[src/hw/rtl/endpoint_mailbox_with_lifecycle_macros.svh]
// Assertion macros shared by the mailbox endpoint RTL.
// Depends on nothing; included by the top level where it asserts.
`ifndef ENDPOINT_MAILBOX_WITH_LIFECYCLE_MACROS_SVH
`define ENDPOINT_MAILBOX_WITH_LIFECYCLE_MACROS_SVH

// A condition that must hold in the same cycle as its trigger.
`define EMB_ASSERT_NOW(lbl, clk, rst, ante, cons, msg) \
  lbl: assert property (@(posedge clk) disable iff (rst) (ante) |-> (cons)) else $error(msg);

// A condition that must hold in the cycle after its trigger.
`define EMB_ASSERT_NEXT(lbl, clk, rst, ante, cons, msg) \
  lbl: assert property (@(posedge clk) disable iff (rst) (ante) |=> (cons)) else $error(msg);

`endif

[src/hw/rtl/emb_pkg.sv]
// Types and codes of the mailbox endpoint.
// Depends on nothing; used by the channel interfaces and the top level.
`timescale 1ns / 1ps

package emb_pkg;

  // Operation codes of a request transaction.
  localparam logic [2:0] OP_ENQUEUE  = 3'd0;
  localparam logic [2:0] OP_DEQUEUE  = 3'd1;
  localparam logic [2:0] OP_ACTIVATE = 3'd2;
  localparam logic [2:0] OP_PAUSE    = 3'd3;
  localparam logic [2:0] OP_RESUME   = 3'd4;
  localparam logic [2:0] OP_DRAIN    = 3'd5;
  localparam logic [2:0] OP_DESTROY  = 3'd6;

  // Status codes of a response transaction.
  localparam logic [2:0] ST_OK     = 3'd0;
  localparam logic [2:0] ST_CLOSED = 3'd1;
  localparam logic [2:0] ST_FULL   = 3'd2;
  localparam logic [2:0] ST_BLOCK  = 3'd3;
  localparam logic [2:0] ST_EOS    = 3'd4;
  localparam logic [2:0] ST_BADTR  = 3'd5;

  // Lifecycle codes, as held in the block and reported on a response.
  localparam logic [2:0] LC_CONSTRUCTED = 3'd0;
  localparam logic [2:0] LC_ACTIVE      = 3'd1;
  localparam logic [2:0] LC_PAUSED      = 3'd2;
  localparam logic [2:0] LC_DRAINING    = 3'd3;
  localparam logic [2:0] LC_DEAD        = 3'd4;

  // Register index of the ring length, taken from byte address bit 2.
  localparam logic REG_RING_LENGTH = 1'b0;
  localparam logic [4:0] RING_LENGTH_RESET = 5'd16;

  typedef struct packed {
    logic [2:0]  operation;
    logic [63:0] message_word;
    logic [11:0] payload_length;
  } req_item_t;

  typedef struct packed {
    logic [2:0]  status;
    logic [63:0] read_word;
    logic [4:0]  fill_level;
    logic [2:0]  lifecycle;
    logic [31:0] drop_count;
    logic [31:0] sent_count;
    logic [31:0] received_count;
    logic [63:0] byte_total;
  } rsp_item_t;

endpackage

[src/hw/rtl/emb_channels.sv]
// Valid/ready channel interfaces for the mailbox request and response.
// Depends on emb_pkg for the payload structs.
`timescale 1ns / 1ps

interface emb_req_if;
  logic               valid;
  logic               ready;
  emb_pkg::req_item_t item;

  modport source (output valid, output item, input ready);
  modport sink (input valid, input item, output ready);
endinterface

interface emb_rsp_if;
  logic               valid;
  logic               ready;
  emb_pkg::rsp_item_t item;

  modport source (output valid, output item, input ready);
  modport sink (input valid, input item, output ready);
endinterface

[src/hw/rtl/endpoint_mailbox_with_lifecycle.sv]
// Mailbox endpoint: a ring of message words in a synchronous memory,
// gated by a five-state lifecycle.
//
// The req channel carries one operation per transaction (enqueue, dequeue,
// activate, pause, resume, drain, destroy) with a message word and payload
// length. Each request gives exactly one response transaction on rsp with
// status, the dequeued word, fill level, lifecycle state and the counters
// as they stand after the operation.
// The taken request waits in the pending slot while the ring memory read of
// a dequeue completes, then moves to the output register that drives rsp.
// No new request is taken while the pending slot holds one: req.ready stays
// low until the slot moves on to the output register.
// The response sits in an output register, so the next request is taken
// while a response waits. If the receiver stalls with a response held and
// another pending, req.ready stays low until the output register frees.
// Reset clears the pointers, occupancy, counters and lifecycle (constructed)
// and sets the ring length register to 16; ring contents are not cleared.
// The user must write the ring length over APB only while idle; the block does not enforce it.
// Depends on emb_pkg, emb_channels and the assertion macro header.
`timescale 1ns / 1ps
`include "endpoint_mailbox_with_lifecycle_macros.svh"

module endpoint_mailbox_with_lifecycle #(
  parameter int RING_DEPTH = 16,
  parameter int WORD_BITS  = 64
) (
  input  logic        clk,
  input  logic        rst,
  emb_req_if.sink     req,
  emb_rsp_if.source   rsp,
  input  logic        psel,
  input  logic        penable,
  input  logic        pwrite,
  input  logic [2:0]  paddr,
  input  logic [31:0] pwdata,
  output logic [31:0] prdata,
  output logic        pready
);

  localparam int PTR_W   = $clog2(RING_DEPTH);
  localparam int OCC_MIN = $clog2(RING_DEPTH + 1);
  localparam int CNT_W   = (OCC_MIN > 5) ? OCC_MIN : 5;

  logic [4:0]       ring_length;
  logic [PTR_W-1:0] write_pointer, write_pointer_next;
  logic [PTR_W-1:0] read_pointer, read_pointer_next;
  logic [CNT_W-1:0] occupancy, occupancy_next;
  logic [2:0]       lifecycle_state, lifecycle_state_next;
  logic [31:0]      dropped_total, dropped_total_next;
  logic [31:0]      sent_total, sent_total_next;
  logic [31:0]      received_total, received_total_next;
  logic [63:0]      bytes_total, bytes_total_next;

  logic [WORD_BITS-1:0] ring_store [RING_DEPTH];
  logic [WORD_BITS-1:0] mem_rdata;
  logic                 mem_wr_en;
  logic                 mem_rd_en;

  logic             take;
  logic [2:0]       status_next;
  logic             deq_ok_next;
  logic [CNT_W-1:0] used_len;
  logic             pend_valid;
  logic [2:0]       pend_status;
  logic             pend_deq_ok;
  logic             out_valid;
  logic             out_load;
  emb_pkg::rsp_item_t out_item;

  // Step a pointer, wrapping to zero at the ring length in use.
  function automatic logic [PTR_W-1:0] advance(input logic [PTR_W-1:0] p,
                                               input logic [CNT_W-1:0] len);
    logic [CNT_W-1:0] q;
    q = CNT_W'(p) + CNT_W'(1);
    return (q >= len) ? '0 : q[PTR_W-1:0];
  endfunction

  // Configuration port: one register, writes complete in the access cycle.
  assign pready = 1'b1;
  assign prdata = (paddr[2] == emb_pkg::REG_RING_LENGTH) ? {27'd0, ring_length} : 32'd0;

  always_ff @(posedge clk) begin
    if (rst) begin
      ring_length <= emb_pkg::RING_LENGTH_RESET;
    end else if (psel && penable && pwrite && pready &&
                 paddr[2] == emb_pkg::REG_RING_LENGTH) begin
      ring_length <= pwdata[4:0];
    end
  end

  // Clamp the programmed length to one through the built depth.
  always_comb begin
    used_len = CNT_W'(ring_length);
    if (ring_length == 5'd0) begin
      used_len = CNT_W'(1);
    end
    if (used_len > CNT_W'(RING_DEPTH)) begin
      used_len = CNT_W'(RING_DEPTH);
    end
  end

  assign take      = req.valid && req.ready;
  assign req.ready = !pend_valid;

  // Operation decode against the current state; memory accesses issue here.
  always_comb begin
    write_pointer_next   = write_pointer;
    read_pointer_next    = read_pointer;
    occupancy_next       = occupancy;
    lifecycle_state_next = lifecycle_state;
    dropped_total_next   = dropped_total;
    sent_total_next      = sent_total;
    received_total_next  = received_total;
    bytes_total_next     = bytes_total;
    status_next          = emb_pkg::ST_OK;
    deq_ok_next          = 1'b0;
    mem_wr_en            = 1'b0;
    mem_rd_en            = 1'b0;
    if (take) begin
      case (req.item.operation)
        emb_pkg::OP_ENQUEUE: begin
          if (!(lifecycle_state inside {emb_pkg::LC_ACTIVE, emb_pkg::LC_DRAINING})) begin
            status_next = emb_pkg::ST_CLOSED;
          end else if (occupancy >= used_len) begin
            dropped_total_next = dropped_total + 32'd1;
            status_next        = emb_pkg::ST_FULL;
          end else begin
            mem_wr_en          = 1'b1;
            write_pointer_next = advance(write_pointer, used_len);
            occupancy_next     = occupancy + CNT_W'(1);
            sent_total_next    = sent_total + 32'd1;
            bytes_total_next   = bytes_total + {52'd0, req.item.payload_length};
          end
        end
        emb_pkg::OP_DEQUEUE: begin
          if (occupancy == '0) begin
            status_next = (lifecycle_state inside {emb_pkg::LC_DRAINING, emb_pkg::LC_DEAD}) ?
                          emb_pkg::ST_EOS : emb_pkg::ST_BLOCK;
          end else begin
            mem_rd_en           = 1'b1;
            deq_ok_next         = 1'b1;
            read_pointer_next   = advance(read_pointer, used_len);
            occupancy_next      = occupancy - CNT_W'(1);
            received_total_next = received_total + 32'd1;
            if (occupancy == CNT_W'(1) && lifecycle_state == emb_pkg::LC_DRAINING) begin
              lifecycle_state_next = emb_pkg::LC_DEAD;
            end
          end
        end
        emb_pkg::OP_ACTIVATE: begin
          if (lifecycle_state == emb_pkg::LC_CONSTRUCTED) begin
            lifecycle_state_next = emb_pkg::LC_ACTIVE;
          end else begin
            status_next = emb_pkg::ST_BADTR;
          end
        end
        emb_pkg::OP_PAUSE: begin
          if (lifecycle_state == emb_pkg::LC_ACTIVE) lifecycle_state_next = emb_pkg::LC_PAUSED;
          else status_next = emb_pkg::ST_BADTR;
        end
        emb_pkg::OP_RESUME: begin
          if (lifecycle_state == emb_pkg::LC_PAUSED) lifecycle_state_next = emb_pkg::LC_ACTIVE;
          else status_next = emb_pkg::ST_BADTR;
        end
        emb_pkg::OP_DRAIN: begin
          // An empty ring goes straight on to dead.
          if (lifecycle_state == emb_pkg::LC_ACTIVE) begin
            lifecycle_state_next = (occupancy == '0) ? emb_pkg::LC_DEAD : emb_pkg::LC_DRAINING;
          end else begin
            status_next = emb_pkg::ST_BADTR;
          end
        end
        emb_pkg::OP_DESTROY: begin
          lifecycle_state_next = emb_pkg::LC_DEAD;
          occupancy_next       = '0;
          write_pointer_next   = '0;
          read_pointer_next    = '0;
        end
        default: begin
          status_next = emb_pkg::ST_BADTR;
        end
      endcase
    end
  end

  // Control and counter state.
  always_ff @(posedge clk) begin
    if (rst) begin
      write_pointer   <= '0;
      read_pointer    <= '0;
      occupancy       <= '0;
      lifecycle_state <= emb_pkg::LC_CONSTRUCTED;
      dropped_total   <= '0;
      sent_total      <= '0;
      received_total  <= '0;
      bytes_total     <= '0;
    end else begin
      write_pointer   <= write_pointer_next;
      read_pointer    <= read_pointer_next;
      occupancy       <= occupancy_next;
      lifecycle_state <= lifecycle_state_next;
      dropped_total   <= dropped_total_next;
      sent_total      <= sent_total_next;
      received_total  <= received_total_next;
      bytes_total     <= bytes_total_next;
    end
  end

  // Ring memory with a registered read port.
  always_ff @(posedge clk) begin
    if (mem_wr_en) begin
      ring_store[write_pointer] <= req.item.message_word[WORD_BITS-1:0];
    end
    if (mem_rd_en) begin
      mem_rdata <= ring_store[read_pointer];
    end
  end

  // Pending slot waits for the memory read, then moves to the output register.
  assign out_load = pend_valid && (!out_valid || rsp.ready);

  always_ff @(posedge clk) begin
    if (rst) begin
      pend_valid <= 1'b0;
      out_valid  <= 1'b0;
    end else begin
      if (take) pend_valid <= 1'b1;
      else if (out_load) pend_valid <= 1'b0;
      if (out_load) out_valid <= 1'b1;
      else if (rsp.ready) out_valid <= 1'b0;
    end
  end

  always_ff @(posedge clk) begin
    if (take) begin
      pend_status <= status_next;
      pend_deq_ok <= deq_ok_next;
    end
  end

  // The state registers already hold the post-operation values here.
  always_ff @(posedge clk) begin
    if (out_load) begin
      out_item.status         <= pend_status;
      out_item.read_word      <= pend_deq_ok ? 64'(mem_rdata) : 64'd0;
      out_item.fill_level     <= occupancy[4:0];
      out_item.lifecycle      <= lifecycle_state;
      out_item.drop_count     <= dropped_total;
      out_item.sent_count     <= sent_total;
      out_item.received_count <= received_total;
      out_item.byte_total     <= bytes_total;
    end
  end

  assign rsp.valid = out_valid;
  assign rsp.item  = out_item;

  // Checks on occupancy, the pending slot and the terminal lifecycle state.
  `EMB_ASSERT_NOW(a_occ_bound, clk, rst, 1'b1, occupancy <= CNT_W'(RING_DEPTH),
                  "occupancy above depth")
  `EMB_ASSERT_NEXT(a_take_pends, clk, rst, take, pend_valid, "taken request not pending")
  `EMB_ASSERT_NEXT(a_dead_stays, clk, rst, lifecycle_state == emb_pkg::LC_DEAD,
                   lifecycle_state == emb_pkg::LC_DEAD, "left dead state")
  `EMB_ASSERT_NEXT(a_pend_moves, clk, rst, out_load, out_valid, "pending response lost")

endmodule

[src/flat_wrapper.sv]
// flat-port wrapper written by rule: the top's interface ports become plain ports
module endpoint_mailbox_with_lifecycle_flat 
#(
  parameter int RING_DEPTH = 16,
  parameter int WORD_BITS  = 64
)
  (clk, rst, psel, penable, pwrite, paddr, pwdata, prdata, pready, req_valid, req_item, req_ready, rsp_valid, rsp_item, rsp_ready);
  emb_req_if req_i ();
  emb_rsp_if rsp_i ();
  input  logic clk;
  input  logic rst;
  input  logic psel;
  input  logic penable;
  input  logic pwrite;
  input  logic [2:0] paddr;
  input  logic [31:0] pwdata;
  output logic [31:0] prdata;
  output logic pready;
  input wire logic [$bits(req_i.valid)-1:0] req_valid;
  input wire logic [$bits(req_i.item)-1:0] req_item;
  output wire logic [$bits(req_i.ready)-1:0] req_ready;
  output wire logic [$bits(rsp_i.valid)-1:0] rsp_valid;
  output wire logic [$bits(rsp_i.item)-1:0] rsp_item;
  input wire logic [$bits(rsp_i.ready)-1:0] rsp_ready;
  assign req_i.valid = req_valid;
  assign req_i.item = req_item;
  assign req_ready = req_i.ready;
  assign rsp_valid = rsp_i.valid;
  assign rsp_item = rsp_i.item;
  assign rsp_i.ready = rsp_ready;
  endpoint_mailbox_with_lifecycle #(.RING_DEPTH(RING_DEPTH), .WORD_BITS(WORD_BITS)) u_core (.clk(clk), .rst(rst), .req(req_i), .rsp(rsp_i), .psel(psel), .penable(penable), .pwrite(pwrite), .paddr(paddr), .pwdata(pwdata), .prdata(prdata), .pready(pready));
endmodule
[config.mk]
export PLATFORM = sky130hd
export DESIGN_NAME = endpoint_mailbox_with_lifecycle_flat
export DESIGN_NICKNAME = d
export VERILOG_FILES = /design/src/hw/rtl/emb_pkg.sv /design/src/hw/rtl/emb_channels.sv /design/src/hw/rtl/endpoint_mailbox_with_lifecycle.sv /design/src/flat_wrapper.sv
export VERILOG_INCLUDE_DIRS = /design/src /design/src/hw/rtl
export SDC_FILE = /design/constraint.sdc
export NUM_CORES = 2
export LEC_CHECK = 0
export CAP_MARGIN = 40
export CORE_MARGIN = 3
export CORE_UTILIZATION = 59
export CTS_CLUSTER_DIAMETER = 50
export DETAILED_ROUTE_END_ITERATION = 7
export DONT_BUFFER_PORTS = 1
export HOLD_SLACK_MARGIN = 0.15
export PLACE_DENSITY = 0.85
export SLEW_MARGIN = 0
export SYNTH_ARGS = -nofsm -noshare
export SYNTH_HDL_FRONTEND = slang
export SYNTH_SLANG_ARGS = --single-unit
[constraint.sdc]
create_clock -name clk -period 17.6 [get_ports clk]
set_input_delay 0 -clock clk [delete_from_list [all_inputs] [get_ports clk]]
set_output_delay 0 -clock clk [all_outputs]
set_load 0.005 [all_outputs]
==> metrics.md <==
| Metric | Value |
|---|---|
| DP Wirelength | 75940 um |
| Clock buffer depth | 3 |
| Post-placement cell area | 59830 sq um |
| Simple-gate share of the synthesized area | 6.124% |
| H-tree levels | 4 |
| Die X | 319.9 um |
| Async set-or-reset flop fraction in the synthesized netlist | 0% |
| Ports | 391 |
| Clk network pwr share | 43.3% |
| Via density | 6.797 |
| Core Area | 97140 sq um |
| Area share of the largest cell type after synthesis | 68.53% |
| Crit. Startpoint | u_core.ring_length[1]$_SDFFE_PP0P_ |
| Number of routed nets with antenna violations | 0 |
| Slew headroom | 31.79% |
| Status | finished, final reports clean |
| Crit-path slowest cell | buf_4 |
| FF-to-FF End | u_core.ring_store[3][6]$_DFFE_PP_ |
| Sw power | 1.538 mW |
| Design area | 65950 sq um |
| Initial Util | 59.86% |
| Crit path kind | flop to flop |
| Post-Synth XOR/XNOR Area | 0.9188% |
| Cell internal pwr | 5.683 mW |
| Seq/Total Area, Yosys | 74.83% |
| Sequential power share | 54.8% |
| CP Max Fanout | 35 |
| Period utilization | 28.82% |
| Worst R2R Setup Slack | 12.53 ns |
| Crit-path cells | nor3_1 > nor2_1 > nor2_1 > ha_1 > nand2b_1 > a31oi_1 > a21o_1 > nand2_1 > buf_4 > nor4b_2 > buf_4 > buf_4 |
| Mux contribution to synthesized area | 12.57% |
| Hold Slack | 0.2018 ns |
| Most frequent cells in the layout | edfxtp_1, mux4_2, dfxtp_1, clkbuf_16, a21oi_1 |
| Die height | 319.9 um |
| Comb pwr share | 1.9% |
| Compound-cell area share of the yosys netlist | 3.047% |
| DRT iter0 DRCs | 4625 |
| Layout cells sized above 1 | 19.34% |
| Family with the most delay on the worst path | buffers and inverters |
| Worst slew pin tran | 1.023 ns |
| Sw frac | 21.30% |
| Initial antenna violation count | 11 |
| Syn avg cell area | 18.89 sq um |
| CP Capture Type | flop |
| CP peak stage delay | 0.74 ns |
| Remaining routing DRC violations | 0 |
| Top_reg_cell synth | edfxtp_1 |
| Post-Syn Instances | 3078 |
| CTS Sinks | 1510 |
| Fin nets | 3426 |
| R2R depth | 12 |
| PD cells | 109.5 nW/um^2 |
| First-pass GRT wire length | 214800 um |
| Worst Setup Start Kind | flop |
| Setup TNS | 0 ns |
| Total gr overflow | 0 |
| Vias in the first global route | 32217 |
| TritonCTS Buffers | 152 |
| Drt first pass iters | 8 |
| Largest family of logic cells by synthesized area | multiplexers |
| Final setup viols | 0 |
| Post-CTS sizing | 0 |
| Critical path buffer and inverter count | 3 |
| Fmax | 197.2 MHz |
| CTS tree | done |
| Adder-cell share of the synthesized area | 0.8736% |
| Synthesis Warnings | 0 |
| Maximum VDD drop | 95.58 uV |
| Hold Path Sink | u_core.ring_store[14][10]$_DFFE_PP_ |
| Gpl congestion | 0.8791 |
| Tot GR Track Use | 28.68% |
| Clk_lat worst skew | 0.78 ns |
| Fillers | 5754 |
| Tightest Hold Check Type | primary input to flop |
| Flops & latches, synth | 1510 |
| Cell area after synthesis | 58150 sq um |
| CP most frequent cell | buf_4 |
| Post-synth EDFFs | 1327 |
| R2R Path Start | u_core.ring_length[1]$_SDFFE_PP0P_ |
| Yosys top cell by area | edfxtp_1 |
| RSZ-0062 raised after global routing | false |
| # rows | 114 |
| WP data required | 17.97 ns |
| Distinct cells, synth | 75 |
| Max cap viols | 0 |
| Fin. Hold Viols | 0 |
| DR vias | 31727 |
| CTS Root Cell | clkbuf_16 |
| Die Area | 102400 sq um |
| Pleak | 20.34 nW |
| Minimum clock period | 5.072 ns |
| Commonest non-fill, non-tap cell in the layout | edfxtp_1 |
| Largest net degree at the start of global routing | 192 |
| Number of port buffers | 0 |
| Area grow syn2layout | 13.42% |
| Max Slew Vio Count | 0 |
| Clock Skew | 0.04666 ns |
| Final wirelength | 146500 um |
| Worst Min Path Start | req_item[22] |
| CP Data Arrival Time | 5.44 ns |
| Ranking of synthesized cells by area | edfxtp_1, mux4_2, dfxtp_1, a21oi_1, ha_1 |
| Hold Crit Depth | 1 |
| Routed len/inst | 31.38 um |
| Clk slew on worst S/H paths | 0.06 ns |
synthesized netlist by cell type, types with 4 or more instances:
cell type	n
or4_2	7
a211oi_1	6
nand3_1	51
clkbuf_1	118
o21a_1	8
xnor2_1	29
edfxtp_1	1327
a21o_1	10
and4_1	12
xor2_1	32
a21oi_1	127
mux2i_1	7
and4b_1	5
o21ai_0	52
nor4_1	11
mux4_2	320
nor3_1	24
nor4b_1	4
nand2b_1	12
buf_4	29
nand4_1	60
or4_1	49
nand3b_1	6
and2_1	77
a31oi_1	7
nor2_1	109
o31ai_1	48
and3_1	30
or3_1	40
or2_2	7
buf_1	25
ha_1	39
o211ai_1	5
dfxtp_1	183
inv_1	34
nand2_1	94
nor2b_1	16
worst max path at each step:
| stage | end | slack [ns] | depth (start not counted) |
|---|---|---|---|
| 6_report | u_core.ring_store[3][6]$_DFFE_PP_ | 12.53 | 12 |
| 3_5_place_dp | u_core.ring_store[3][19]$_DFFE_PP_ | 12.75 | 11 |
| 2_1_floorplan | u_core.rsp.item[0]$_DFFE_PP_ | 4.88 | 2 |
| 3_3_place_gp | u_core.ring_store[2][3]$_DFFE_PP_ | 12.77 | 12 |
| 4_1_cts | u_core.ring_store[2][3]$_DFFE_PP_ | 12.67 | 12 |
| 5_1_grt | u_core.ring_store[2][3]$_DFFE_PP_ | 12.35 | 12 |
timing repair:
item                                   4_1_cts  5_1_grt
hold buffers                               122        0
endpoints found under the hold margin     1308        0
buffers inserted                             0        0
sequential cells by signal, indices dropped and copies added, names as in the netlist, 3 cells and up:
signal / cells
u_core.received_total: 32
u_core.read_pointer: 4
u_core.dropped_total: 32
u_core.lifecycle_state: 3
u_core.ring_length: 5
u_core.pend_status: 3
u_core.bytes_total: 64
u_core.ring_store: 1024
u_core.write_pointer: 4
u_core.sent_total: 32
u_core.mem_rdata: 64
u_core.rsp.item: 235
u_core.occupancy: 5
worst register-to-register path: stages, from the launching register on:
cell	delay [ns]
dfxtp_1	0.35
nor3_1	0.22
nor2_1	0.10
nor2_1	0.37
ha_1	0.32
nand2b_1	0.14
a31oi_1	0.30
a21o_1	0.69
nand2_1	0.11
buf_4	0.27
nor4b_2	0.39
buf_4	0.62
buf_4	0.76
kinds of logic after synthesis:
group / Yosys count
AOI/OAI and AO/OA: 292
xor gates and xnor gates: 61
DFF: 1510
muxes: 330
adders and majority gates: 40
buffers and inverters: 212
and+or+nand+nor: 631
other: 2
per-stage QoR:
| stage | std cells | worst slack (ns) | utilization [%] | power (mW) |
|---|---|---|---|---|
| after detailed placement | 4263 | 12.75 | 61.60 | 4.108 |
| after CTS | 4661 | 12.67 | 67.84 | 7.251 |
| after global placement | 4246 | 12.77 | 61.22 | 4.100 |
| final | 4668 | 12.53 | 67.89 | 7.221 |
| after global routing | 4665 | 12.35 | 67.88 | 7.408 |
| after floorplan | 3104 | 4.880 | - | 4.100 |
cell type report:
type	instances	area, sq um	share of cell area, %
Multi-Input combinational cell	1382	13890	21.06
Tap cell	1276	1597	2.421
Sequential cell	1510	43530	66.00
Timing Repair Buffer	185	1966	2.981
Clock buffer	190	4019	6.094
Antenna cell	5	12.51	0.01897
Clock inverter	86	810.8	1.229
Inverter	34	127.6	0.1935
power by group through the flow:
| stage | Sequential (mW) | Clock (mW) | Combinational, mW |
|---|---|---|---|
| global route | 3.96 | 3.30 | 0.149 |
| floorplan | 4.04 | 0 | 0.0612 |
| detailed placement | 4.03 | 0 | 0.0737 |
| global placement | 4.03 | 0 | 0.0664 |
| CTS | 3.96 | 3.16 | 0.133 |
| finish | 3.96 | 3.13 | 0.138 |
per-layer routing:
layer,global-route usage (%),vias up,wire (um)
met5,0,-,42
li1,-,12828,-
met3,6.499,415,15060
met1,36.72,16128,51440
met4,11.70,8,5831
met2,48.17,2348,74090
(Power assumes the default switching activity.)
